[src/design/rcf_pkg.sv]
// ============================================================================
// rcf_pkg
// Shared types, widths, constants and helpers for the raceline cubic fit.
// ============================================================================
package rcf_pkg;

    // Field widths
    localparam int COORD_W = 32;              // Q16.16 coordinates and slopes
    localparam int DIFF_W  = COORD_W + 1;     // blue - yellow
    localparam int FRAC_W  = 17;              // Q1.16 fractions, up to 1.99
    localparam int PT_W    = 52;              // blended point at scale 2^-32
    localparam int SL_W    = 48;              // slope average at scale 2^-32
    localparam int ACC_W   = 64;              // dot product at scale 2^-36
    localparam int COEF_W  = 48;              // Q30.18 coefficient
    localparam int RND_SH  = 18;              // 2^-36 -> 2^-18
    localparam int ROWS    = 8;
    localparam int HALF_ROWS = 4;

    // Configuration
    localparam int CFG_IDX_W = 2;
    localparam logic [CFG_IDX_W-1:0] CFG_START_FRAC = 2'd0;
    localparam logic [CFG_IDX_W-1:0] CFG_MID_FRAC   = 2'd1;
    localparam logic [CFG_IDX_W-1:0] CFG_END_FRAC   = 2'd2;
    localparam logic [FRAC_W-1:0]    FRAC_RESET     = 17'd32768;

    // Default depth of the request queue between front and back
    localparam int Q_DEPTH = 4;

    // Fit matrix, every entry scaled by 16
    localparam int FIT_M [ROWS][ROWS] = '{
        '{ 160, -160,  -96,   96,   48,  -16,  32,  4},
        '{-144,  144,   48,  -48,  -56,    8, -16, -2},
        '{   0,    0,    0,    0,   16,    0,   0,  0},
        '{  16,    0,    0,    0,    0,    0,   0,  0},
        '{ -96,   96,  160, -160,  -16,   48, -32,  4},
        '{  96,  -96,  -96,   96,   16,  -16,  32, -4},
        '{ -24,   24,  -24,   24,   -4,   -4,  -8,  1},
        '{   0,    0,   16,    0,    0,    0,   0,  0}
    };

    // One classified request: the fit's input vector, duplicates dropped
    typedef struct packed {
        logic                   axis;
        logic signed [PT_W-1:0] p0;
        logic signed [PT_W-1:0] p1;
        logic signed [PT_W-1:0] p2;
        logic signed [SL_W-1:0] k;
        logic signed [SL_W-1:0] l;
    } t_vec;

    // Back-end sequencer
    typedef enum logic [1:0] {
        BK_IDLE,
        BK_FIRST,
        BK_SECOND
    } t_bk_state;

    // yellow*2^16 + frac*(blue - yellow)
    function automatic logic signed [PT_W-1:0] blend(
        input logic signed [DIFF_W-1:0]  diff,
        input logic signed [COORD_W-1:0] yel,
        input logic        [FRAC_W-1:0]  frac
    );
        logic signed [FRAC_W:0]                f;
        logic signed [FRAC_W+DIFF_W:0]         prod;
        logic signed [PT_W-1:0]                base;
        f    = $signed({1'b0, frac});
        prod = f * diff;
        base = $signed({{(PT_W-COORD_W-16){yel[COORD_W-1]}}, yel, 16'd0});
        return base + $signed({{(PT_W-FRAC_W-DIFF_W-1){prod[FRAC_W+DIFF_W]}}, prod});
    endfunction

endpackage

[src/design/rcf_queue.sv]
// ============================================================================
// rcf_queue
// Short request queue between the front and the back.
// ============================================================================
module rcf_queue import rcf_pkg::*; #(
    parameter int DEPTH = Q_DEPTH,
    parameter int CNT_W = $clog2(DEPTH + 1)
) (
    input  logic             i_clk,
    input  logic             i_rst_n,
    input  logic             i_push,
    input  t_vec             i_data,
    input  logic             i_pop,
    output t_vec             o_head,
    output logic             o_empty,
    output logic [CNT_W-1:0] o_count
);

    localparam int PTR_W = $clog2(DEPTH);

    t_vec             r_mem [DEPTH];
    logic [PTR_W-1:0] r_wr_ptr, r_rd_ptr;
    logic [CNT_W-1:0] r_count;

    // Storage
    always_ff @(posedge i_clk) begin
        if (i_push) begin
            r_mem[r_wr_ptr] <= i_data;
        end
    end

    // Pointers and fill count
    always_ff @(posedge i_clk) begin
        if (!i_rst_n) begin
            r_wr_ptr <= '0;
            r_rd_ptr <= '0;
            r_count  <= '0;
        end else begin
            if (i_push) begin
                r_wr_ptr <= (r_wr_ptr == PTR_W'(DEPTH - 1)) ? '0 : r_wr_ptr + 1'b1;
            end
            if (i_pop) begin
                r_rd_ptr <= (r_rd_ptr == PTR_W'(DEPTH - 1)) ? '0 : r_rd_ptr + 1'b1;
            end
            if (i_push && !i_pop) begin
                r_count <= r_count + 1'b1;
            end else if (i_pop && !i_push) begin
                r_count <= r_count - 1'b1;
            end
        end
    end

    assign o_head  = r_mem[r_rd_ptr];
    assign o_empty = (r_count == '0);
    assign o_count = r_count;

endmodule

[config.mk]
export PLATFORM = sky130hd
export DESIGN_NAME = rcf_queue
export DESIGN_NICKNAME = d
export VERILOG_FILES = /design/src/design/rcf_pkg.sv /design/src/design/rcf_queue.sv
export SDC_FILE = /design/constraint.sdc
export NUM_CORES = 1
export LEC_CHECK = 0
export BUFFER_PORTS_ARGS = -buffer_cell sky130_fd_sc_hd__buf_2
export CORE_ASPECT_RATIO = 1.2
export CORE_MARGIN = 4
export CORE_UTILIZATION = 59
export CTS_BUF_LIST = sky130_fd_sc_hd__clkbuf_4 sky130_fd_sc_hd__clkbuf_8
export CTS_CLUSTER_SIZE = 24
export DETAILED_ROUTE_END_ITERATION = 16
export PLACE_DENSITY = 0.82
export SLEW_MARGIN = 25
export SYNTH_ARGS = -nofsm -noshare
export SYNTH_HDL_FRONTEND = slang
export SYNTH_SLANG_ARGS = --single-unit
[constraint.sdc]
create_clock -name i_clk -period 10.6 [get_ports i_clk]
set_input_delay 2.65 -clock i_clk [delete_from_list [all_inputs] [get_ports i_clk]]
set_output_delay 2.65 -clock i_clk [all_outputs]
set_load 0.01 [all_outputs]
Word-level counts from Yosys, hierarchy flattened
Memory sizes are Yosys's and may differ from the RTL's. A register that Yosys moved wholly into a read port is not among the register bits. Cells that the tools add are included.

Bits in registers: 7. Memory bits (writable): 1012. Output and inout port bits: 257. Memories kept: 1. Word-level logic and storage cells: 24. Input port bits: 257.

Equality and inequality tests: 2. Muxes and demuxes: 8. Add/sub/neg operators: 4. Reduce and logical (&&, ||, !) cells: 6.

Memory list: r_mem (depth 4, bits a word 253, rd ports 1, clocked after memory_dff 1, wr ports 1, line rcf_queue.sv:21) `t_vec r_mem [DEPTH];`.

Operators by type and width (count): 2-bit two-way mux (4); 3-bit two-way mux (2); 2-bit by 1-bit adder with 2-bit output, second input constant (2); 2-bit == test, second input constant (2); 3-bit by 1-bit adder with 3-bit output, second input constant (1); 3-bit zero test (1); 3-bit by 1-bit subtractor with 3-bit output, second input constant (1); 1-bit logical AND (2); 1-bit zero test (2); 1-bit two-way mux (2); 2-bit nonzero test (1).

Logic depth before layout (Yosys ltp)
Depth after elaboration: 4. Mapped depth: 7.

Least setup slack after synthesis
OpenSTA, ideal clock, no wires.

Path kind: in2reg. Start: input i_push. End: memory r_mem[0][0] in the netlist's numbering (enable). Slack: 1586 ps. Data required time: 9955 ps. Cell stages on the path: 1. Arrival: 8369 ps. Cells stage by stage: and2_1.

Longest elaborated chain between the ends: 2.

Ends and longest elaborated chain: from (decl) (line rcf_queue.sv:11) `input logic i_push,`; 1-bit two-way mux (line rcf_queue.sv:27) `if (i_push) begin`; 1-bit two-way mux (not written as such) (line rcf_queue.sv:28) `r_mem[r_wr_ptr] <= i_data;`; to (decl) (line rcf_queue.sv:21).

Every way passes these cells.

==> results.toml <==
[clock_network]
cts_resized = 0
path_clk_slew_ps = 60
cts_tree = "done"
clkLatencyLatePin_ps = 780
cts_buffer_depth = 3
cts-root-buf = "clkbuf_8"
postCtsSetupBuffers = 0
numCtsBuffers = 147
htree_levels = 4
ctsHoldBuffers = 0
clkSinkCount = 1021

[timing]
final_hold_viol_count = 0
finalSetupViolCount = 0
finalCriticalPeriod_ps = 5920
period_share_pct = 55.8
whs_ps = 531
final.setup.tns_ps = 0
fmax_mhz = 169
rsz0062_at_grt = "no"
setup_ws_ps = 4680
relSlewSlack_pct = 33.0
finalClockSkew_ps = 33.6
maxSlewViolCount = 0
worst_pin_slew_ps = 1010

[synth]
syn_area_mm2 = 0.0369
synth.most_common_cell = "edfxtp_1"
yosysTopAreaCellShare_pct = 82.3
yosysSeqAreaShare_pct = 82.7
synth_cells = 1364
netlist_top_cells_count = "edfxtp_1 (1,012), mux4_2 (253), buf_2 (21)"
synthDistinctLibCells = 21
synth_edf_count = 1012
synth.avg_cell_area_um2 = 27.1
yosysWarnings = 0
yosysTopAreaCell = "edfxtp_1"
synth_ff_type = "edfxtp_1"
syn-num-nets = 1628
async_flop_share_pct = 0
synth_seq_cells = 1021
synth_area_leaders = "edfxtp_1 (82%), mux4_2 (15%), buf_6 (0.58%)"

[floorplan]
die_h_um = 282
start_util_pct = 59.5
core_region_area_mm2 = 0.0621
die-area_mm2 = 0.0667
std_cell_rows = 100
fp.dieW_um = 236
pin_count = 514

[job]
drv_cap = 0

[power]
pwr_density_cell_mw_per_mm2 = 194
p_leak_nw = 14.5
ir_drop_uv = 148

[drt]
dr.pass1.iters = 5
drc_errors = 0
vias = 17100
ant_nets = 0
wl_um = 77000
avgViaCountPerCell = 5.84
drt_iter0_markers = 1304
wl_per_cell_um = 26.3

[critical_path]
critPathRequiredTime_ps = 7950
crit_fanout = 79
cp-end-kind = "output port"
worstPathArrival_ps = 3270
r2r_cells = 4
reg2reg_to = "r_mem[2][88]$_DFFE_PP_"
start_kind = "register"
r2r_slack_ps = 7880
crit_type = "reg -> out"
timing.rr.start = "r_wr_ptr[0]$_SDFFE_PN0P_"

[global_routing]
grt_max_degree = 145
grt_pass1_wl_um = 114000
antenna_found_initial = 27
grt-ovfl-total = 0
grt_pass1_vias = 18100
track_usage_pct = 23.0

[min_path]
hold_path.class = "reg -> reg"
min_path_cells = 2
worstHoldStart = "r_rd_ptr[1]$_SDFFE_PN0P_"

[layout]
filler_cell_count = 3558
post_layout_nonfiller_instances = 2934
areaGrowthSynthToFinish_pct = 17.1
nNetsFinal = 2251
drive_gt1_share_pct = 48.1
final_core_util_pct = 69.7

[place]
placedCellCount = 2652
pre_cts_slack_ps = 5410
place_congestion = 0.769
hpwl_um = 47200
io_buffer_count = 513

[outcome]
outcome = "completed"
## cell families after synthesis
logic type | share of synthesized area [%]
AO/OA/AOI/OAI | 0.0542
XOR/XNOR | 0.0474
adder cells (fa/ha/maj) | 0.257
buffers and inverters | 1.14
flip-flops | 82.7
multiplexers | 15.5
AND/OR/NAND/NOR | 0.224
## per-layer routing
metal,vias to the layer above,part of all wire [%],GRT usage [%]
li1,7247,-,-
met1,8890,35,29.7
met2,828,52,37.9
met3,139,10,8.22
met4,24,2.0,6.65
met5,-,0.21,0
## stage by stage
stage,power [mW],instance area (µm²)
after global placement,5.48,40300
after floorplan,5.21,36900
after global routing,8.73,43200
final,8.38,43300
after CTS,8.46,43200
after detailed placement,5.51,40300
## worst max-delay path, cell delays in order (launching register included)
cell and delay (ps):
dfxtp_4 730, buf_12 350, buf_16 440, mux4_2 630
buf_2 170
## how the worst max path moves through the flow
stage              from                     to  slack, ps  cells after the start
6_report       register            o_head[122]       4680                      4
5_1_grt        register            o_head[122]       4390                      4
4_1_cts        register             o_head[32]       4550                      3
3_5_place_dp   register             o_head[32]       5410                      3
3_3_place_gp   register            o_head[121]       5420                      3
2_1_floorplan    i_push  r_mem[0][0]$_DFFE_PP_       1590                      1
## where the power goes
part	internal [mW]	total, mW	switching (mW)
clock network	1.54	2.96	1.42
logic	0.319	0.731	0.412
registers	4.63	4.69	0.0559
## registers in the layout, summed over array words and instances, names as in the netlist, named ones only
name and cells:
o_count 3, r_mem 1012, r_wr_ptr 2, r_rd_ptr 2
## cell usage in the layout (no fill, tap or decap), drive strengths merged, types with 2 or more instances in the layout
master,count
dfxtp,9
edfxtp,1012
ha,6
clkbuf,191
and2,5
inv,8
nor3,2
clkinvlp,3
mux4,253
buf,530
bufinv,2
mux2i,4
clkinv,65
diode,15
nor2b,5
## layout make-up
cell class | count | area [µm²] | share of cell area, %
flip-flops and latches | 1021 | 30600 | 70.7
multi-input cells | 283 | 5960 | 13.8
repair buffers | 530 | 2810 | 6.48
clock buffers | 191 | 2400 | 5.54
well taps | 816 | 1020 | 2.36
clock inverters | 74 | 447 | 1.03
diodes | 15 | 37.5 | 0.0868
inverters | 4 | 15.0 | 0.0347
(Power assumes the default switching activity.)
